File: src/pmcg_mul.sv
`timescale 1ns / 1ps
// Registered multiplier shared by all products of the gate.
module pmcg_mul (
    input  logic        i_clk,
    input  logic [32:0] i_a,
    input  logic [34:0] i_b,
    output logic [67:0] o_prod
);

    logic [67:0] r_prod;

    always_ff @(posedge i_clk) begin
        r_prod <= 68'(i_a) * 68'(i_b);
    end

    assign o_prod = r_prod;

endmodule

File: config.mk
export PLATFORM = sky130hd
export DESIGN_NAME = pmcg_mul
export DESIGN_NICKNAME = d
export VERILOG_FILES = /design/src/pmcg_mul.sv
export SDC_FILE = /design/constraint.sdc
export NUM_CORES = 2
export LEC_CHECK = 0
export BUFFER_PORTS_ARGS = -buffer_cell sky130_fd_sc_hd__clkbuf_2
export CAP_MARGIN = 20
export CORE_ASPECT_RATIO = 0.5
export CORE_MARGIN = 4
export CORE_UTILIZATION = 40
export DETAILED_ROUTE_END_ITERATION = 12
export PLACE_DENSITY = 0.65
export SLEW_MARGIN = 15
export SYNTH_ARGS = -nofsm -noshare
export SYNTH_HDL_FRONTEND = slang
export SYNTH_SLANG_ARGS = --single-unit
File: constraint.sdc
create_clock -name i_clk -period 14.4 [get_ports i_clk]
set_input_delay 2.16 -clock i_clk [delete_from_list [all_inputs] [get_ports i_clk]]
set_output_delay 2.16 -clock i_clk [all_outputs]
set_load 0.01 [all_outputs]
==> qor.txt <==
outcome = completed
unrepaired setup endpoints after global routing = no
Max-Cap Viols = 0
hold path cells = 3
Main synth FF type = dfxtp_1
Tmin final = 10.22 ns
Final Cell Area = 40100 sq um
largest family of logic cells by synthesized area = adder cells
Post-DP HPWL = 80.7 mm
nets@finish = 5487
simple-gate area share of the yosys netlist = 16.6%
max layer used = met4
flops & latches, synth = 68
synth warn = 0
critical path type = primary input to flop
hold buffer count at CTS = 0
cells after synthesis = 4191
met2 wire length = 52.5 mm
maximum clock frequency = 97.8 MHz
met3 routed WL = 7.83 mm
Cell Area, Placed = 39800 sq um
antenna violations before repair = 4
Hold/Removal Path Class = primary input to flop
multiplexer share of the synthesized area = 0%
Crit path max-delay family = adder cells
Synth area leader = fa_1
vias per cell = 5.16
setup TNS = 0 ns
gr usage total = 22.1%
IO Pins = 137
library cells used by synthesis = 61
Num CTS Buffers = 9
ANT nets after route = 0
CP bufs+invs = 4
Least-Margin Pin Slew = 1.17 ns
# setup viols final = 0
synth cell count leaders = fa_1, inv_1, nand2_1, and2_1, ha_1
WP data required = 14.68 ns
asr flop ratio synth = 0%
crit end category = flop
largest net degree at the start of global routing = 36
Pins Over Slew Limit = 0
die area = 101000 sq um
max FFs per register = 68
Worst-path clk slew = 0.06 ns
vias in the first global route = 31100
Hold Violations, Final = 0
final worst path period share = 71.0%
Die Y = 227 microns
Avg WL per Cell = 19.8 microns
routed via count = 27800
drt initial violations = 1870
first-pass GRT wire length = 173 mm
Clock Path Buffers = 2
GRT overflow = 0
H-tree depth = 3
area share of the largest cell type after synthesis = 53.3%
routability cong. = 0.918
Mapped Area = 38300 sq um
Rel. slew slack = 22.0%
Net Count, Synth = 5547
Starting Density = 40.8%
layout cells sized above 1 = 4.81%
crit-path max FO = 33
CTS Root Cell = clkbuf_16
count leader, synth = fa_1
setup bufs post-CTS = 0
port buffer count = 136
Metal-1 WL = 42.5 mm
CTS tree = built
Worst Path Arrival = 10.51 ns
Area Overhead vs Synth = 4.85%
Row Count = 79
synth top area cells = fa_1, inv_1, ha_1
die width = 446 microns
Post-CTS Resized = 0
post-synthesis sequential area ratio = 3.56%
EDFF count, synth = 0
Post-Synth Adder-Cell Area = 62.1%
Levels on crit path = 24
Worst path slowest cell = clkbuf_2
critical-path cell list = clkbuf_2 > nand2_1 > fa_1 > fa_1 > fa_1 > fa_1 > inv_1 > fa_1 > fa_1 > fa_1 > inv_1 > fa_1 > inv_1 > ha_1 > a21oi_1 > o21bai_1 > a21oi_1 > o21ai_0 > a221oi_2 > o41ai_4 > a221oi_2 > o31ai_1 > a21oi_1 > xnor2_1
Synth Area in XOR/XNOR = 1.51%
CP max stage delay = 0.84 ns
CTS sink count = 68
Synth Area in Compound Gates = 4.15%
CP Launch Type = primary input
number of remaining DRC errors = 0
final wirelength = 107 mm
post-synthesis area per instance = 9.13 sq um
core box area = 93900 sq um
CP dominant cell by count = fa_1
First-pass DRT Iterations = 8
-- stage by stage --
step	setup WS, ns	util (%)	instances	hold WS [ns]
2_1_floorplan	5.36	-	4191	2.29
3_3_place_gp	4.13	42.4	5375	2.55
3_5_place_dp	3.99	42.4	5375	2.55
4_1_cts	4.37	42.7	5391	2.39
5_1_grt	3.94	42.7	5392	2.40
6_report	4.18	42.7	5395	2.40
-- worst paths after layout --
path / start / slack (ns) / end
setup / recovery: i_b[16] / 4.18 / o_prod[65]
hold / removal: i_b[0] / 2.40 / o_prod[0]
-- layout by cell type (no fill, tap or decap), types with 25 or more instances in the layout --
cell and n:
nand2_1 681, fa_1 1020, dfxtp_1 68, and2_1 528
a21o_1 39, a21oi_1 76, o21ai_0 25, xnor2_1 49
nor2_1 44, ha_1 267, inv_1 996, clkbuf_2 136
-- cells by family (layout without fill, tap and decap cells) --
| family | after synthesis | in the layout |
|---|---|---|
| adder cells (fa/ha/maj) | 1287 | 1287 |
| flip-flops | 68 | 68 |
| other | 0 | 4 |
| buffers and inverters | 1228 | 1173 |
| AND/OR/NAND/NOR | 1307 | 1307 |
| XOR/XNOR | 66 | 66 |
| AO/OA/AOI/OAI | 235 | 235 |
-- final cells by class --
| class | instances | area, sq um |
|---|---|---|
| Fill cell | 9193 | 53800 |
| Multi-Input combinational cell | 2895 | 32300 |
| Clock buffer | 9 | 225 |
| Inverter | 997 | 3740 |
| Antenna cell | 4 | 10.0 |
| Tap cell | 1255 | 1570 |
| Sequential cell | 68 | 1360 |
| Clock inverter | 7 | 75.1 |
| Timing Repair Buffer | 160 | 861 |
-- per-layer routing --
layer / vias up / track usage, %
li1: 11900 / -
met1: 14700 / 28.3
met2: 1037 / 37.9
met3: 214 / 4.19
met4: 0 / 7.32
met5: - / 0
Power is not shown: default switching activity piles up to over one toggle a cycle in this logic, so the estimate is an artifact.
