## src/pmcg_sqrt.sv

```systemverilog
`timescale 1ns / 1ps
// Bit-pair integer square root of a 64-bit value, one root bit a cycle.
module pmcg_sqrt (
    input  logic        i_clk,
    input  logic        i_rst_n,
    input  logic        i_start,
    input  logic [63:0] i_val,
    output logic        o_done,
    output logic [31:0] o_root
);

    logic        r_busy;
    logic        r_done;
    logic [4:0]  r_cnt;
    logic [63:0] r_val;
    logic [33:0] r_rem;
    logic [31:0] r_root;

    logic [35:0] w_rem2;
    logic [35:0] w_trial;
    logic        w_ge;
    logic [35:0] w_diff;

    assign w_rem2  = {r_rem, r_val[63:62]};
    assign w_trial = {2'd0, r_root, 2'b01};
    assign w_ge    = w_rem2 >= w_trial;
    assign w_diff  = w_rem2 - w_trial;

    always_ff @(posedge i_clk) begin
        if (!i_rst_n) begin
            r_busy <= 1'b0;
            r_done <= 1'b0;
            r_cnt  <= 5'd0;
        end else if (i_start) begin
            r_val  <= i_val;
            r_rem  <= 34'd0;
            r_root <= 32'd0;
            r_cnt  <= 5'd0;
            r_busy <= 1'b1;
            r_done <= 1'b0;
        end else if (r_busy) begin
            r_rem  <= w_ge ? w_diff[33:0] : w_rem2[33:0];
            r_root <= {r_root[30:0], w_ge};
            r_val  <= {r_val[61:0], 2'b00};
            r_cnt  <= r_cnt + 5'd1;
            if (r_cnt == 5'd31) begin
                r_busy <= 1'b0;
                r_done <= 1'b1;
            end
        end else begin
            r_done <= 1'b0;
        end
    end

    assign o_done = r_done;
    assign o_root = r_root;

endmodule

```

## config.mk

```make
export PLATFORM = sky130hd
export DESIGN_NAME = pmcg_sqrt
export DESIGN_NICKNAME = d
export VERILOG_FILES = /design/src/pmcg_sqrt.sv
export SDC_FILE = /design/constraint.sdc
export NUM_CORES = 1
export LEC_CHECK = 0
export ABC_AREA = 1
export BUFFER_PORTS_ARGS = -buffer_cell sky130_fd_sc_hd__buf_4
export CORE_UTILIZATION = 55
export CTS_CLUSTER_DIAMETER = 120
export CTS_CLUSTER_SIZE = 28
export DETAILED_ROUTE_END_ITERATION = 16
export PLACE_DENSITY = 0.76
export SLEW_MARGIN = 15
export SYNTH_ARGS = -nofsm -noshare
export SYNTH_HDL_FRONTEND = slang
export SYNTH_SLANG_ARGS = --single-unit
```

## constraint.sdc

```tcl
create_clock -name i_clk -period 12.3 [get_ports i_clk]
set_input_delay 0 -clock i_clk [delete_from_list [all_inputs] [get_ports i_clk]]
set_output_delay 0 -clock i_clk [all_outputs]
set_load 0.02 [all_outputs]
```

==> reports/metrics.yaml, run 1 <==
synth_edf_count: 130
yosysSeqAreaShare_pct: 47.7
async_reset_ff_share_pct: 0
drv_slew: 0
postLayoutCoreUtil_pct: 71.6
r2r_end: "r_rem[15]$_SDFFCE_PP0P_"
synth_top_area_share_pct: 46.1
rsz0062_at_grt: "false"
grt_use_total_pct: 28.2
power.clock.fraction_pct: 34.5
cpPeakStageDelay_ns: 0.53
post-route-period-util_pct: 22.0
ir_drop_mv: 0.114
setup_tns_ns: 0
crit_path_end_kind: "flop"
power.total_uw: 1410
reg2reg_slack_ns: 9.60
cts_resized: 0
max_cap_viol_count: 0
seqPwrFrac_pct: 40.7
insertedDiodeCount: 0
insertion_delay_ns: 0.43
io_buffers: 99
holdWs_ns: 0.0111
start_util_pct: 57.4
crit_top_cell: "nand2_1"
wire_per_inst_um: 14.1
cp_data_required_time_ns: 12.47
synth.largest_area_cell: "edfxtp_1"
via_per_inst: 5.06
p_int_uw: 967
critPathArrivalTime_ns: 2.87
nFillCells: 1166
clk_pin_slew_ns: 0.06
grt_max_degree: 99
syn2layout_area_growth_pct: 24.8
dieArea_um2: 15900
tightest_slew_ns: 1.18
io_pins: 100
antenna_found_initial: 0
rows: 44
holdCritPathClass: "in -> reg"
swShare_pct: 31.4
path_cells: "ha_1, nand2_1, nor2_2, nand2_1, nor2_1, nand4_1, nand4_2, buf_4, nand2_1, nand2_1, nor2_1"
htreeDepth: 4
place_hpwl_mm: 13.3
slew_headroom_pct: 21.0
grtUsageMet1_pct: 35.3
crit_type: "reg -> reg"
r2r_start: "r_rem[19]$_SDFFCE_PP0P_"
multi_input_area_um2: 3680
synth.distinct_cells: 31
clock_tree.root_cell: "clkbuf_16"
firstDrtPassIters: 5
die_x_um: 126
met3_usage_pct: 6.03
gp_congestion: 0.937
synth-seq-cells: 137
power_density_nw_per_um2: 133
antenna_left: 0
worstSetupStartpoint: "r_rem[19]$_SDFFCE_PP0P_"
setup_ws_ns: 9.60
cp_max_fo: 68
drive_gt1_share_pct: 10.9
grt_pass1_vias: 7467
drt_iter0_markers: 590
max_freq_mhz: 370
clockBufferDepth: 2
netlist_top_cells_area: "edfxtp_1, nand2_1, inv_1"
pre_cts_ws_ns: 9.63
timing_hold_violations_final: 0
remaining_drc_errors: 0
finClkSkew_ns: 0.0126
cts_tree: "done"
synthCells: 1151
nets: 1414
drt-total-wl_mm: 21.3
combPwrFrac_pct: 24.7
synth_area_um2: 8470
crit_end: "r_rem[15]$_SDFFCE_PP0P_"
core_area_um2: 14800
min_path_cells: 4
leakagePower_uw: 0.00541
grt_pass1_wl_mm: 35.2
grt_use_met2_pct: 46.7
ys.flop_type: "edfxtp_1"
cp_slowest_cell: "buf_4"
reg2reg_depth: 11
clock-sinks: 137
avgSynthCellArea_um2: 7.36
fin_crit_ns: 2.70
die_h_um: 126
gr-max-usage-layer: "met2"
synth_most_common_cell: "nand2_1"
setup_viol: 0
grt.overflow.total: 0
route.vias.total: 7637
yosys_warnings: 0
syn-num-nets: 1254
status: "complete, no violations"
p_switching_uw: 442
worst_setup_path_start_kind: "flop"
regArea_um2: 4040
synth_common_cells: "nand2_1, inv_1, nor2_1"
cts_made_buffers: 17
-- cell usage in the layout, fill, tap and decap left out, types with 3 or more instances in the layout --
| cell | n |
|---|---|
| inv_1 | 165 |
| dfxtp_1 | 7 |
| buf_4 | 104 |
| edfxtp_1 | 130 |
| a21oi_1 | 23 |
| nand3b_1 | 11 |
| clkinv_4 | 4 |
| nor4_1 | 3 |
| o21ai_0 | 4 |
| nand3_1 | 17 |
| nand2_1 | 537 |
| dlygate4sd3_1 | 65 |
| clkbuf_16 | 18 |
| nand4_1 | 5 |
| inv_4 | 3 |
| nor2_2 | 3 |
| xnor2_1 | 17 |
| nor3_1 | 15 |
| ha_1 | 36 |
| nor2_1 | 136 |
| clkinv_2 | 3 |
-- worst min-delay path by stage --
| stage | from | end |
|---|---|---|
| floorplan | i_val[0] | r_val[0]$_SDFFCE_PN0P_ |
| global placement | i_val[1] | r_val[1]$_SDFFCE_PN0P_ |
| detailed placement | i_val[1] | r_val[1]$_SDFFCE_PN0P_ |
| CTS | i_start | r_busy$_SDFF_PN0_ |
| global route | i_start | r_busy$_SDFF_PN0_ |
| finish | i_start | r_busy$_SDFF_PN0_ |
-- metal layers --
| layer | share of wire, % | routed length, um |
|---|---|---|
| met4 | 3.0 | 641 |
| met2 | 47 | 10000 |
| met3 | 6.6 | 1400 |
| met5 | 0 | 0 |
| met1 | 43 | 9210 |
-- worst max-delay path: cells and delay by family, from the launching register on --
kind | cells | cell delay (ns)
AND/OR/NAND/NOR | 9 | 1.08
buffers and inverters | 1 | 0.53
flip-flops | 1 | 0.42
adder cells (fa/ha/maj) | 1 | 0.38
-- flip-flops by register name, summed over array words and instances (netlist names) --
name and flops:
o_done 1, o_root 32, r_busy 1, r_cnt 5, r_rem 34, r_val 64
-- kinds of logic after synthesis --
group / share of synthesized area, %
AO/OA/AOI/OAI: 1.99
XOR/XNOR: 1.86
adder cells (fa/ha/maj): 5.32
buffers and inverters: 8.92
flip-flops: 47.7
AND/OR/NAND/NOR: 34.2
-- repair_timing --
action / in CTS / in global routing
buffers inserted: 0 / 0
hold endpoints to repair: 66 / 0
hold buffers: 65 / 0
-- cell type report --
cell class              count  area share [%]
flip-flops and latches    137            38.3
multi-input cells         820            34.8
repair buffers            169            13.5
inverters                 166            5.90
clock buffers              20            4.43
well taps                 184            2.18
clock inverters            12           0.841
-- per-stage QoR --
stage	cells	area, um^2
final	1508	10600
after global routing	1508	10600
after CTS	1508	10600
after detailed placement	1411	9360
after global placement	1411	9360
after floorplan	1151	8470
-- power groups by stage --
| stage | registers [uW] | clock network [uW] | logic, uW |
|---|---|---|---|
| 2_1_floorplan | 592 | 0 | 234 |
| 3_3_place_gp | 582 | 0 | 322 |
| 3_5_place_dp | 582 | 0 | 326 |
| 4_1_cts | 573 | 487 | 343 |
| 5_1_grt | 577 | 508 | 395 |
| 6_report | 574 | 487 | 348 |
Note: power is estimated with default switching activity, not from simulation.
==> run 2: changes to the inputs <==
==> constraint.sdc (replaced) <==
create_clock -name i_clk -period 2.5 [get_ports i_clk]
set_input_delay 0 -clock i_clk [delete_from_list [all_inputs] [get_ports i_clk]]
set_output_delay 0 -clock i_clk [all_outputs]
set_load 0.02 [all_outputs]
==> run 2 against run 1 <==
  * Hold slack better by 0.065 ns
  * First-iteration DRC count rose by 3.9%
  * Global-route usage grew 1.4 points
  * Sequential power rose to 4.9 times the previous value
  * Routed wire length rose by 6.8%
  * Via count grew 2.0%
  * Combinational power rose to 5.2 times the previous value
==> reports/metrics.yaml, run 2 (same netlist as run 1, synthesis figures left out) <==
layout_common_cells: "nand2_1, inv_1, nor2_1, edfxtp_1, buf_4"
drv_slew: 0  # unchanged
ir_drop_mv: 0.514  # +350%
firstDrtPassIters: 7  # +2
critPathArrivalTime_ns: 2.54  # -0.33 ns
cts_setup_buffers: 0  # unchanged
syn2layout_area_growth_pct: 28.0
cp_slowest_cell: "edfxtp_1"
regMostFlops: "r_val"
post-route-cell-area_um2: 10800  # +2.6%
start_util_pct: 57.4  # unchanged
setup_viol: 0  # unchanged
drive_gt1_share_pct: 12.9  # +2.1 points
tightest_slew_ns: 0.603  # -0.581 ns
clock_tree.root_cell: "clkbuf_16"
grt_pass1_vias: 7631  # +2.2%
route.vias.total: 7787  # +2.0%
cp_data_required_time_ns: 2.68  # -9.79 ns
crit_top_cell: "nand2_1"
nets: 1419  # +0.35%
clockBufferDepth: 2  # unchanged
grt_use_total_pct: 29.5  # +1.4 points
final_common_cell: "nand2_1"
cp_max_fo: 5  # -93%
fin_crit_ns: 2.36  # -0.340 ns
crit_path_end_kind: "flop"
grt_max_degree: 99  # unchanged
worst_setup_path_start_kind: "flop"
max_cap_viol_count: 0  # unchanged
clk_pin_slew_ns: 0.07  # about the same
via_per_inst: 5.15  # +1.6%
wire_per_inst_um: 15.0  # +6.5%
gp_congestion: 0.947  # +1.1%
status: "complete, no violations"
remaining_drc_errors: 0  # unchanged
grt.overflow.total: 0  # unchanged
drt_iter0_markers: 613  # +3.9%
finClkSkew_ns: 0.00941  # -0.00317 ns
io_pins: 100  # unchanged
slew_headroom_pct: 59.8  # +39 points
placed_area_um2: 9440  # +0.87%
cts_made_buffers: 17  # unchanged
antenna_found_initial: 0  # unchanged
core_area_um2: 14800  # unchanged
max_freq_mhz: 423  # +14%
grt_pass1_wl_mm: 36.7  # +4.1%
rows: 44  # unchanged
clock-sinks: 137  # unchanged
dieArea_um2: 15900  # unchanged
largest_reg_flops: 64  # unchanged
cpPeakStageDelay_ns: 0.44  # -0.09 ns
crit_type: "reg -> reg"
drt-total-wl_mm: 22.7  # +6.8%
htreeDepth: 4  # unchanged
holdCritPathClass: "in -> reg"
antenna_left: 0  # unchanged
die_h_um: 126  # unchanged
place_hpwl_mm: 13.6  # +1.8%
io_buffers: 99  # unchanged
leakagePower_uw: 0.00548  # +1.3%
cts_tree: "done"
insertion_delay_ns: 0.43  # about the same
power_density_nw_per_um2: 687  # +420%
path_cells: "ha_2, nand2_1, inv_1, nand2_1, nor3_1, buf_4, and2_1, nand2_1, nand2_1, nand2_1, nand2_1, nand2_1, nand2_1, nor2_1"
die_x_um: 126  # unchanged
insertedDiodeCount: 0  # unchanged
timing_hold_violations_final: 0  # unchanged
holdWs_ns: 0.0756  # +0.0646 ns
post-route-period-util_pct: 94.5  # +73 points
[run 2: routing by layer]
metal / global-route usage, % / routed length, um / up-vias
li1: - / - / 3890
met1: 36.7 / 9630 / 3544
met2: 50.5 / 10900 / 308
met3: 6.46 / 1540 / 45
met4: 10.8 / 598 / 0
met5: 0 / 0 / -
[run 2: path summary, 6_finish.rpt]
kind	startpoint	endpoint	slack [ns]	cells past startpoint
worst max-delay path	r_rem[23]$_SDFFCE_PP0P_	r_rem[27]$_SDFFCE_PP0P_	0.14	14
worst min-delay path	i_start	o_root[31]$_SDFFCE_PP0P_	0.08	2
worst max register to register	r_rem[23]$_SDFFCE_PP0P_	r_rem[27]$_SDFFCE_PP0P_	0.14	14
worst min register to register	r_cnt[4]$_SDFFE_PP0P_	r_cnt[4]$_SDFFE_PP0P_	0.48	2
[run 2: power breakdown]
| part | leakage [uW] | internal, uW | total [uW] | switching, uW |
|---|---|---|---|---|
| logic | 0.00386 | 700 | 1820 | 1120 |
| registers | 0.00132 | 2740 | 2820 | 81.6 |
| clock network | 0.000305 | 1700 | 2810 | 1110 |
| total | 0.00548 | 5140 | 7450 | 2310 |
[run 2: timing repair]
item                       in CTS  in global routing
hold buffers                   65                  0
setup endpoints to repair       0                 27
hold endpoints to repair       65                  0
resized for setup               0                 21
[run 2: area by class of cell]
| class | count | area, um^2 |
|---|---|---|
| multi-input cells | 820 | 3770 |
| clock inverters | 15 | 214 |
| fillers | 1109 | 3910 |
| flip-flops and latches | 137 | 4050 |
| inverters | 166 | 623 |
| clock buffers | 17 | 425 |
| repair buffers | 174 | 1540 |
| well taps | 184 | 230 |
[run 2: metrics by stage]
stage	utilization (%)	setup WS, ns	TNS [ns]	instances	power (uW)
6_report	73.5	0.138	0	1513	7450
4_1_cts	72.7	0.115	0	1512	7350
5_1_grt	73.5	-0.0351	-0.0351	1513	7770
2_1_floorplan	-	-0.513	-67.07	1151	4040
3_3_place_gp	64.0	0.168	0	1415	4480
3_5_place_dp	64.0	0.134	0	1415	4500
[run 2: critical path: cells and delay by family (launching register included)]
family                     cells  cell delay [ns]
and+or+nand+nor               11             0.99
DFF                            1             0.44
adders and majority gates      1             0.41
buffers and inverters          2             0.27
