`src/pmcg_pkg.sv`:
```
`timescale 1ns / 1ps
// Shared constants and types for the pose motion continuity gate.
package pmcg_pkg;

    localparam int FRAC_BITS = 16;

    localparam logic [63:0] ONE_Q = 64'd1 << FRAC_BITS;

    // Register reset values, rounded to the Q format.
    localparam logic [63:0] RST_MAX_SPEED  = ((64'd3   << FRAC_BITS) + 64'd1)  / 64'd2;
    localparam logic [63:0] RST_MAX_ACCEL  = ((64'd6   << FRAC_BITS) + 64'd2)  / 64'd5;
    localparam logic [63:0] RST_MIN_SJUMP  = ((64'd3   << FRAC_BITS) + 64'd5)  / 64'd10;
    localparam logic [63:0] RST_MAX_YRATE  = (64'd80  << FRAC_BITS);
    localparam logic [63:0] RST_MAX_YACCEL = (64'd180 << FRAC_BITS);
    localparam logic [63:0] RST_MIN_YJUMP  = (64'd18  << FRAC_BITS);
    localparam logic [63:0] RST_MAX_CJUMP  = ((64'd9   << FRAC_BITS) + 64'd2)  / 64'd5;
    localparam logic [63:0] RST_MIN_CDIST  = ((64'd1   << FRAC_BITS) + 64'd5)  / 64'd10;

    // Gates on the curvature jump test: more than one degree, more than 3 cm.
    localparam logic [63:0] DEG_MIN = ONE_Q;
    localparam logic [63:0] DS_MIN  = ((64'd3 << FRAC_BITS) + 64'd50) / 64'd100;

    localparam logic [47:0] DT_MIN_US = 48'd1000;
    localparam logic [34:0] US_PER_S  = 35'd1000000;
    localparam logic [34:0] PI_Q33    = 35'h6487ED511;

    // Configuration register indexes.
    localparam logic [7:0] REG_MAX_SPEED  = 8'd0;
    localparam logic [7:0] REG_MAX_ACCEL  = 8'd1;
    localparam logic [7:0] REG_MIN_SJUMP  = 8'd2;
    localparam logic [7:0] REG_MAX_YRATE  = 8'd3;
    localparam logic [7:0] REG_MAX_YACCEL = 8'd4;
    localparam logic [7:0] REG_MIN_YJUMP  = 8'd5;
    localparam logic [7:0] REG_MAX_CJUMP  = 8'd6;
    localparam logic [7:0] REG_MIN_CDIST  = 8'd7;

    typedef struct packed {
        logic done;
        logic ovf;
    } t_div_stat;

endpackage

```
`src/pmcg_div.sv`:
```
`timescale 1ns / 1ps
// Restoring divider, one quotient bit a cycle, quotient saturated to 32 bits.
module pmcg_div (
    input  logic                i_clk,
    input  logic                i_rst_n,
    input  logic                i_start,
    input  logic [63:0]         i_num,
    input  logic [47:0]         i_den,
    output pmcg_pkg::t_div_stat o_stat,
    output logic [31:0]         o_quot
);

    logic        r_busy;
    logic        r_done;
    logic        r_ovf;
    logic [4:0]  r_cnt;
    logic [47:0] r_rem;
    logic [47:0] r_den;
    logic [31:0] r_num;
    logic [31:0] r_quot;

    logic        w_ovf;
    logic [48:0] w_sh;
    logic        w_ge;
    logic [48:0] w_diff;

    // A quotient of 2^32 or more shows at once against the shifted divisor.
    assign w_ovf  = {16'd0, i_num} >= {i_den, 32'd0};
    assign w_sh   = {r_rem, r_num[31]};
    assign w_ge   = w_sh >= {1'b0, r_den};
    assign w_diff = w_sh - {1'b0, r_den};

    always_ff @(posedge i_clk) begin
        if (!i_rst_n) begin
            r_busy <= 1'b0;
            r_done <= 1'b0;
            r_ovf  <= 1'b0;
            r_cnt  <= 5'd0;
        end else if (i_start) begin
            r_den <= i_den;
            r_cnt <= 5'd0;
            if (w_ovf) begin
                r_quot <= '1;
                r_ovf  <= 1'b1;
                r_done <= 1'b1;
                r_busy <= 1'b0;
            end else begin
                r_rem  <= i_num[63:32];
                r_num  <= i_num[31:0];
                r_ovf  <= 1'b0;
                r_done <= 1'b0;
                r_busy <= 1'b1;
            end
        end else if (r_busy) begin
            r_rem  <= w_ge ? w_diff[47:0] : w_sh[47:0];
            r_num  <= {r_num[30:0], 1'b0};
            r_quot <= {r_quot[30:0], w_ge};
            r_cnt  <= r_cnt + 5'd1;
            if (r_cnt == 5'd31) begin
                r_busy <= 1'b0;
                r_done <= 1'b1;
            end
        end else begin
            r_done <= 1'b0;
        end
    end

    assign o_stat.done = r_done;
    assign o_stat.ovf  = r_ovf;
    assign o_quot      = r_quot;

endmodule

```
`config.mk`:
```
export PLATFORM = sky130hd
export DESIGN_NAME = pmcg_div
export DESIGN_NICKNAME = d
export VERILOG_FILES = /design/src/pmcg_pkg.sv /design/src/pmcg_div.sv
export SDC_FILE = /design/constraint.sdc
export NUM_CORES = 1
export LEC_CHECK = 0
export ABC_AREA = 0
export BUFFER_PORTS_ARGS = -buffer_cell sky130_fd_sc_hd__buf_4
export CAP_MARGIN = 25
export CELL_PAD_IN_SITES_DETAIL_PLACEMENT = 0
export CELL_PAD_IN_SITES_GLOBAL_PLACEMENT = 1
export CORE_MARGIN = 2
export CORE_UTILIZATION = 45
export CTS_BUF_LIST = sky130_fd_sc_hd__clkbuf_2
export CTS_CLUSTER_DIAMETER = 120
export DETAILED_ROUTE_END_ITERATION = 6
export HOLD_SLACK_MARGIN = 0.06
export PLACE_DENSITY = 0.86
export SYNTH_ARGS = -nofsm -noshare
export SYNTH_HDL_FRONTEND = slang
export SYNTH_SLANG_ARGS = --single-unit
```
`constraint.sdc`:
```
create_clock -name i_clk -period 6.8 [get_ports i_clk]
set_input_delay 0.34 -clock i_clk [delete_from_list [all_inputs] [get_ports i_clk]]
set_output_delay 0.34 -clock i_clk [all_outputs]
set_load 0.005 [all_outputs]
```
==> results.json, run 1 <==
{
  "yosys_warnings": 0,
  "grt_max_degree": 81,
  "num_io_pins": 149,
  "postRouteAntennaNets": 0,
  "tightestPinTransition_ns": 0.971,
  "total_power_mw": 2.70,
  "timing.critical_path.mode_cell": "nand2_1",
  "run_status": "finished, final reports clean",
  "cts-root-to-sink-buffers": 2,
  "num_vias": 8454,
  "first_global_vias": 8358,
  "grt_antenna_before_repair": 1,
  "maxCapViolCount": 0,
  "cp-end-kind": "flop",
  "finish.net_count": 1441,
  "gp_congestion": 0.869,
  "fp-row-count": 56,
  "area.sequential_um2": 4960,
  "dp_cells": 1427,
  "post_route_cells_drive_above_1_share_pct": 21.6,
  "synth-edff-count": 160,
  "drt_drc_violations_left": 0,
  "setup_violations": 0,
  "die_height_um": 158,
  "worst-path-max-fanout": 61,
  "fin_worst_skew_ns": 0.0663,
  "crit_path_cells": "ha_1, nand2_1, nor2_1, nor4bb_1, and2_1, a32oi_1, a21o_1, nand2_4, nand2_1, o22ai_1",
  "n_fill_cell": 1985,
  "hpwlAfterDp_um": 18300,
  "hold_path_class": "primary input to flop",
  "clk_pin_slew_worst_paths_ns": 0.30,
  "synthesis.area_per_instance_um2": 10.6,
  "max-slew-margin-rel_pct": 35.2,
  "maxClockFrequency_mhz": 263,
  "final_critical_path_time_including_i_o_delays_and_setup_ns": 3.80,
  "timing.setup.critical_path_class": "flop to flop",
  "portBuffers": 148,
  "grt.overflow.total": 0,
  "cts_htree_levels": 4,
  "grt.total_usage_pct": 21.6,
  "wl_um": 26600,
  "effective_utilization_at_floorplan_pct": 45.6,
  "cts_made_buffers": 17,
  "combined_area_of_the_multi_input_logic_cells_um2": 5110,
  "first_iter_violations": 487,
  "synth.cell_area_um2": 10600,
  "unrepaired_setup_endpoints_after_global_routing": "no",
  "grt_pass1_wl_um": 42200,
  "drt_first_pass_iters": 5,
  "tritoncts": "yes",
  "postCtsResizedCells": 0,
  "power.static_leakage_nw": 5.77,
  "min_period_over_period_pct": 55.9,
  "setup.worst_path.start_class": "flop",
  "clock-root-buffer": "clkbuf_2",
  "die_area_um2": 24900,
  "hold-worst-slack_ns": 0.280,
  "ys_ff_latch": 168,
  "fraction_of_the_yosys_area_taken_by_sequential_cells_pct": 46.6,
  "cp.required_ns": 7.38,
  "synth-main-ff-cell": "edfxtp_1",
  "finalHoldViolations": 0,
  "core_area_um2": 23300,
  "route.detailed.wl_per_inst_um": 16.9,
  "die_width_um": 158,
  "synth-async-reset-ratio_pct": 0,
  "cellPowerDensity_nw_per_um2": 201,
  "synthCells": 1005,
  "synth_cell_types": 64,
  "timing_max_transition_violations_final": 0,
  "clock_sink_count": 168,
  "cell_type_of_the_slowest_stage_on_the_worst_timing_path": "nand2_4",
  "clk_latency_ns": 0.80,
  "flow.area_growth_from_synthesis_pct": 26.1,
  "instances_no_fill": 1577,
  "syn_nets": 1203,
  "post_drt_via_cell_ratio": 5.36,
  "largest_stage_delay_worst_path_ns": 0.72,
  "vdd.ir_drop.worst_mv": 0.135,
  "timing.setup.tns_ns": 0,
  "timing.critical_path.arrival_ns": 4.38
}
synth_stat cells, types with 12 or more instances:
library cell,n,area (um^2)
a21o_1,44,330
a21oi_1,84,420
clkbuf_1,38,143
edfxtp_1,160,4800
ha_1,82,1030
inv_1,91,342
mux2_2,33,372
mux2i_1,32,320
nand2_1,49,184
nand4_1,29,181
nor2_1,75,282
nor4_1,12,75.1
o21ai_0,29,145
or2_2,31,194
xnor2_1,23,201
xor2_1,21,184
kinds of logic after synthesis:
family	Yosys count	synth area share, %
DFF	168	46.6
AOI/OAI and AO/OA	238	14.8
and+or+nand+nor	266	13.2
buffers and inverters	141	5.43
adders and majority gates	83	9.82
xor gates and xnor gates	44	3.62
muxes	65	6.50
metal layers:
layer	vias up	share of wire, %	global-route usage (%)
li1	4155	-	-
met5	-	0	0
met1	4053	45	28.4
met3	21	5.7	5.47
met4	0	1.3	4.42
met2	225	48	36.2
area by class of cell:
| type | instances | share of cell area, % |
|---|---|---|
| diodes | 2 | 0.0373 |
| clock buffers | 17 | 0.634 |
| clock inverters | 15 | 1.44 |
| inverters | 91 | 2.54 |
| multi-input cells | 696 | 38.1 |
| flip-flops and latches | 168 | 37.0 |
| well taps | 319 | 2.97 |
| repair buffers | 269 | 17.3 |
registers in the layout, summed over array words and instances (netlist names):
name    count
r_rem      48
r_den      48
r_busy      1
r_ovf       1
r_num      32
r_done      1
o_quot     32
r_cnt       5
worst max-delay path, delay by kind of cell, from the launching register on:
family | cells | cell delay, ns
adder cells (fa/ha/maj) | 1 | 0.43
AO/OA/AOI/OAI | 3 | 0.71
AND/OR/NAND/NOR | 6 | 2.00
flip-flops | 1 | 0.46
power by group:
group / switching [mW] / internal (mW) / total, mW
Clock: 0.438 / 0.165 / 0.603
Combinational: 0.453 / 0.389 / 0.842
Sequential: 0.0312 / 1.23 / 1.26
Total: 0.923 / 1.78 / 2.70
what timing repair did:
item / 4_1_cts / 5_1_grt
endpoints found under the hold margin: 126 / 0
buffers inserted: 0 / 0
hold buffers: 115 / 0
path summary, 6_finish.rpt:
| check | cells after the start | start | to | slack [ns] |
|---|---|---|---|---|
| max | 10 | r_rem[20] | r_rem[37] | 3.00 |
| max reg2reg | 10 | r_rem[20] | r_rem[37] | 3.00 |
| min | 2 | i_den[20] | r_den[20] | 0.28 |
| min reg2reg | 2 | r_cnt[4] | r_cnt[4] | 0.55 |
cells in the final DEF (no fill, tap or decap), types with 6 or more instances in the layout:
cell type	instances
nor2b_1	10
a211oi_1	6
o21ai_0	29
dlygate4sd3_1	115
mux2_2	33
or3_1	6
a21oi_1	84
ha_1	82
nand2_1	49
a21o_1	44
nand3_1	8
xnor2_1	23
or2_2	31
mux2i_1	32
nor3_1	10
buf_4	153
inv_8	8
nor4_1	12
o21a_1	9
and3_1	6
clkbuf_2	17
inv_1	90
xor2_1	21
o21bai_1	9
nor2_1	74
nand4_1	29
edfxtp_1	160
dfxtp_1	8
a31oi_1	10
stage by stage:
step	utilization, %	instance area, um^2	setup WS, ns
after global placement	51.3	12000	2.90
final	57.6	13400	3.00
after detailed placement	51.3	12000	2.79
after floorplan	-	10600	0.951
after CTS	57.4	13400	3.03
after global routing	57.6	13400	2.71
Power figures use the tool's default switching activity.
==> run 2: changes to the inputs <==
--- a/config.mk
+++ b/config.mk
@@ -11,7 +11,7 @@
 export CELL_PAD_IN_SITES_DETAIL_PLACEMENT = 0
 export CELL_PAD_IN_SITES_GLOBAL_PLACEMENT = 1
 export CORE_MARGIN = 2
-export CORE_UTILIZATION = 45
+export CORE_UTILIZATION = 43
 export CTS_BUF_LIST = sky130_fd_sc_hd__clkbuf_2
 export CTS_CLUSTER_DIAMETER = 120
 export DETAILED_ROUTE_END_ITERATION = 6
==> constraint.sdc (replaced) <==
create_clock -name i_clk -period 3.1 [get_ports i_clk]
set_input_delay 0.155 -clock i_clk [delete_from_list [all_inputs] [get_ports i_clk]]
set_output_delay 0.155 -clock i_clk [all_outputs]
set_load 0.005 [all_outputs]
==> run 2 against run 1 <==
  * Count of clock-buffer cells in the layout unchanged
  * Via count increased by 5.0%
  * Sequential power increased by 120%
  * Non-clock buffer count increased by 82
  * Final cell count increased by 5.4%
  * Combinational power increased by 150%
  * Power increased by 130%
  * Clock power increased by 130%
  * Worst setup slack got worse by 2.9 ns
  * Sequential share of layout area decreased by 2.6 points
  * Global-route usage increased by 0.28 points
  * First-iteration DRC count decreased by 2.3%
  * Critical path type is now primary input to flop
  * Largest power group unchanged
==> results.json, run 2 (same netlist as run 1, synthesis figures left out) <==
{
  "run_status": "finished, final reports clean",
  "route.detailed.wl_per_inst_um": 16.9,
  "hpwlAfterDp_um": 19700,
  "clk_latency_ns": 0.80,
  "hold_path_class": "primary input to flop",
  "maxCapViolCount": 0,
  "first_global_vias": 9207,
  "post_route_cells_drive_above_1_share_pct": 26.4,
  "num_io_pins": 149,
  "max-slew-margin-rel_pct": 47.0,
  "grt_pass1_wl_um": 45700,
  "timing.setup.critical_path_class": "primary input to flop",
  "clk_pin_slew_worst_paths_ns": 0.27,
  "final_common_cell": "buf_4",
  "grt_antenna_before_repair": 0,
  "portBuffers": 148,
  "postRouteAntennaNets": 0,
  "post_dp_cell_area_um2": 12500,
  "grt_max_degree": 61,
  "fp-row-count": 57,
  "cp-end-kind": "flop",
  "num_vias": 8873,
  "timing_max_transition_violations_final": 0,
  "cellPowerDensity_nw_per_um2": 432,
  "tritoncts": "yes",
  "final_core_utilization_pct": 59.4,
  "finalHoldViolations": 0,
  "most-common-layout-cells": "192 x buf_4, 160 x edfxtp_1, 149 x dlygate4sd3_1",
  "gp_congestion": 0.838,
  "power.static_leakage_nw": 6.23,
  "post_drt_via_cell_ratio": 5.34,
  "top_regs": "r_den: 48 flops, r_rem: 48 flops",
  "cts-root-to-sink-buffers": 2,
  "worst-path-max-fanout": 31,
  "cts_htree_levels": 4,
  "setup_violations": 0,
  "die_height_um": 161,
  "setup.worst_path.start_class": "primary input",
  "antenna_cells_inserted": 0,
  "min_period_over_period_pct": 97.7,
  "dp_cells": 1476,
  "cp.required_ns": 3.59,
  "instances_no_fill": 1662,
  "finish.net_count": 1523,
  "timing.critical_path.arrival_ns": 3.52,
  "clock-root-buffer": "clkbuf_2",
  "drt_drc_violations_left": 0,
  "grt.total_usage_pct": 21.9,
  "wl_um": 28100,
  "maxClockFrequency_mhz": 330,
  "die_width_um": 161,
  "flow.area_growth_from_synthesis_pct": 35.8,
  "total_power_mw": 6.24,
  "tightestPinTransition_ns": 0.786,
  "fin_worst_skew_ns": 0.0666,
  "postLayoutCellArea_um2": 14500,
  "drt_first_pass_iters": 6,
  "first_iter_violations": 476,
  "cts_made_buffers": 17,
  "timing.setup.tns_ns": 0,
  "core_area_um2": 24300,
  "effective_utilization_at_floorplan_pct": 43.8,
  "final_critical_path_time_including_i_o_delays_and_setup_ns": 3.03,
  "die_area_um2": 26000,
  "vdd.ir_drop.worst_mv": 0.262,
  "grt.overflow.total": 0,
  "clock_sink_count": 168
}
-- run 2: cell count changes in the layout (fill, tap and decap cells not counted), moves of 3 or more --
cell,before,now
ha_4,0,4
a21oi_1,84,78
nor3_1,10,7
a21oi_2,0,6
dlygate4sd3_1,115,149
ha_1,82,76
inv_1,90,87
buf_4,153,192
inv_8,8,4
inv_12,0,4
o21ai_0,29,25
o21ai_1,0,3
buf_12,0,10
nor3_2,0,3
-- run 2: metrics by stage --
stage	hold slack, ns	worst slack (ns)
after floorplan	0.254	-0.149
after global placement	0.343	-0.00283
after detailed placement	0.344	-0.0437
after CTS	0.0607	0.0178
after global routing	0.0610	-0.0389
final	0.117	0.0720
-- run 2: path summary, 6_finish.rpt --
kind / from / to / slack (ns) / cells after the start
max: i_den[1] / r_num[23] / 0.07 / 16
min: i_den[40] / r_den[40] / 0.12 / 2
max reg2reg: r_rem[41] / r_rem[1] / 0.11 / 11
min reg2reg: r_cnt[4] / r_cnt[4] / 0.54 / 2
-- run 2: final cells by class --
cell class	instances	area, um^2
Fill cell	1988	9860
Timing Repair Buffer	351	3130
Inverter	91	354
Sequential cell	168	4960
Tap cell	324	405
Multi-Input combinational cell	696	5300
Clock buffer	17	85.1
Clock inverter	15	215
-- run 2: power breakdown --
part	internal [mW]	switching [mW]	total (mW)
Sequential	2.69	0.0690	2.76
Combinational	1.03	1.07	2.10
Clock	0.383	1.00	1.38
-- run 2: layer usage --
metal	vias to the layer above	wire (um)	GRT usage, %	part of all wire [%]
met5	-	0	0	0
li1	4318	-	-	-
met4	0	520	6.41	1.8
met1	4253	12400	27.9	44
met2	261	13600	37.8	48
met3	41	1640	4.34	5.8
-- run 2: worst max-delay path: stages --
cell	delay (ns)
dlygate4sd3_1	0.54
dlygate4sd3_1	0.56
buf_4	0.14
inv_1	0.05
ha_1	0.22
nor2b_1	0.13
o21a_1	0.15
o21ai_0	0.15
a21oi_1	0.11
o31a_1	0.29
o211ai_1	0.21
nor2b_4	0.23
o21ai_2	0.09
nor2_4	0.10
buf_12	0.15
buf_12	0.21
-- run 2: timing repair --
action / 4_1_cts / 5_1_grt
gates resized for setup: 1 / 27
endpoints found under the setup margin: 1 / 47
setup buffers: 0 / 5
pin swaps: 1 / 5
endpoints found under the hold margin: 194 / 1
hold buffers: 148 / 1
==> run 3: changes to the inputs <==
--- a/config.mk
+++ b/config.mk
@@ -12,7 +12,7 @@
 export CELL_PAD_IN_SITES_GLOBAL_PLACEMENT = 1
 export CORE_MARGIN = 2
 export CORE_UTILIZATION = 43
-export CTS_BUF_LIST = sky130_fd_sc_hd__clkbuf_2
+export CTS_BUF_LIST = sky130_fd_sc_hd__clkbuf_8
 export CTS_CLUSTER_DIAMETER = 120
 export DETAILED_ROUTE_END_ITERATION = 6
 export HOLD_SLACK_MARGIN = 0.06
==> run 3 against run 2 <==
  * Clock skew is 0.043 ns lower
  * Worst setup slack better by 0.0025 ns
  * Critical path depth is 1 lower
  * Sequential cell count stayed put
  * Combinational power is 2% lower
  * Final area is 1.7% lower
  * Critical path type unchanged
==> results.json, run 3 (same netlist as run 1, synthesis figures left out) <==
{
  "gp_congestion": 0.838,
  "tritoncts": "yes",
  "crit-reg2reg-launch": "r_den[0]",
  "reg2regPathDepth": 11,
  "maxClockFrequency_mhz": 331,
  "final_core_utilization_pct": 58.4,
  "power.static_leakage_nw": 6.11,
  "clock_sink_count": 168,
  "setup_violations": 0,
  "antenna_cells_inserted": 0,
  "cts-root-to-sink-buffers": 2,
  "grt.overflow.total": 0,
  "met3WireLength_um": 1460,
  "grt_max_degree": 61,
  "cts_made_buffers": 17,
  "maxCapViolCount": 0,
  "cts_htree_levels": 4,
  "tightestPinTransition_ns": 0.871,
  "cellPowerDensity_nw_per_um2": 461,
  "source_of_the_critical_timing_path": "i_den[21]",
  "finalHoldViolations": 0,
  "timing_max_transition_violations_final": 0,
  "vdd.ir_drop.worst_mv": 0.311,
  "most-common-layout-cells": "189 x buf_4, 160 x edfxtp_1, 112 x dlygate4sd3_1",
  "final.setup.worst_slack_ns": 0.0746,
  "postLayoutCellArea_um2": 14200,
  "fin_worst_skew_ns": 0.0232,
  "worst-path-max-fanout": 31,
  "die_height_um": 161,
  "first_global_vias": 8888,
  "num_vias": 8616,
  "post_dp_cell_area_um2": 12500,
  "hpwlAfterDp_um": 19700,
  "clk_latency_ns": 0.47,
  "run_status": "finished, final reports clean",
  "cp.required_ns": 3.26,
  "unrepaired_setup_endpoints_after_global_routing": "yes",
  "max-slew-margin-rel_pct": 41.4,
  "met2_wirelength_um": 13300,
  "clock-root-buffer": "clkbuf_8",
  "fp-row-count": 57,
  "postRouteAntennaNets": 0,
  "die_area_um2": 26000,
  "setup.worst_path.start_class": "primary input",
  "route.detailed.wl_per_inst_um": 17.0,
  "effective_utilization_at_floorplan_pct": 43.8,
  "post_drt_via_cell_ratio": 5.31,
  "first_iter_violations": 472,
  "grt_pass1_wl_um": 44600,
  "worstHoldStart": "i_num[41]",
  "core_area_um2": 24300,
  "flow.area_growth_from_synthesis_pct": 33.5,
  "die_width_um": 161,
  "min_path_cells": 3,
  "portBuffers": 148,
  "min_period_over_period_pct": 97.6,
  "top_regs": "r_den: 48 flops, r_rem: 48 flops",
  "grt.total_usage_pct": 21.4,
  "met1_length_um": 12400,
  "wl_um": 27500,
  "clk_pin_slew_worst_paths_ns": 0.10,
  "dpl_worst_slack_ns": -0.0437,
  "post_route_cells_drive_above_1_share_pct": 26.5,
  "num_io_pins": 149,
  "final_critical_path_time_including_i_o_delays_and_setup_ns": 3.03,
  "total_power_mw": 6.56,
  "hold_path_class": "primary input to flop",
  "timing.critical_path.arrival_ns": 3.18,
  "finish.net_count": 1483,
  "highest_layer": "met4",
  "timing.setup.critical_path_class": "primary input to flop",
  "drt_drc_violations_left": 0,
  "grt_antenna_before_repair": 0,
  "drt_first_pass_iters": 5,
  "final_common_cell": "buf_4",
  "cp-end-kind": "flop"
}
[run 3: cell type report]
class                   count  area, um^2
clock buffers              17         234
clock inverters            15         215
fillers                  2024       10100
inverters                  91         354
multi-input cells         696        5290
flip-flops and latches    168        4960
well taps                 324         405
repair buffers            311        2750
[run 3: routing by layer]
layer	track usage, %	vias up
met5	0	-
met4	4.59	0
met3	4.90	25
met2	36.9	214
met1	27.5	4134
li1	-	4243
[run 3: path summary, 6_finish.rpt]
check        slack, ns        end
min reg2reg       0.52   r_cnt[3]
max               0.07  r_num[23]
max reg2reg       0.09  r_rem[46]
min               0.08   r_rem[9]
[run 3: timing repair]
action,CTS,global route
hold endpoints to repair,113,0
gates cloned,0,0
pin swaps,0,4
gates resized for setup,1,23
setup endpoints to repair,1,105
setup buffers,0,2
hold buffers,112,0
[run 3: critical path: stages]
cell	delay, ns
dlygate4sd3_1	0.54
buf_4	0.17
inv_12	0.05
ha_4	0.19
a21o_1	0.16
a21o_1	0.19
a21oi_4	0.18
nand2_2	0.12
or3_1	0.39
o211ai_1	0.24
nor2b_4	0.24
o21ai_2	0.09
nor2_4	0.10
buf_12	0.15
buf_16	0.20
[run 3: power by group]
group	total (mW)	internal, mW	switching (mW)
clock network	1.75	0.719	1.03
logic	2.06	0.993	1.06
registers	2.75	2.69	0.0689
total	6.56	4.40	2.16
[run 3: per-stage QoR]
step,cells,setup TNS [ns],hold slack [ns]
3_5_place_dp,1476,-0.0437,0.344
6_report,1622,0,0.0769
5_1_grt,1622,-0.148,0.0732
3_3_place_gp,1476,-0.00283,0.343
4_1_cts,1620,0,0.0606
2_1_floorplan,1005,-11.88,0.254
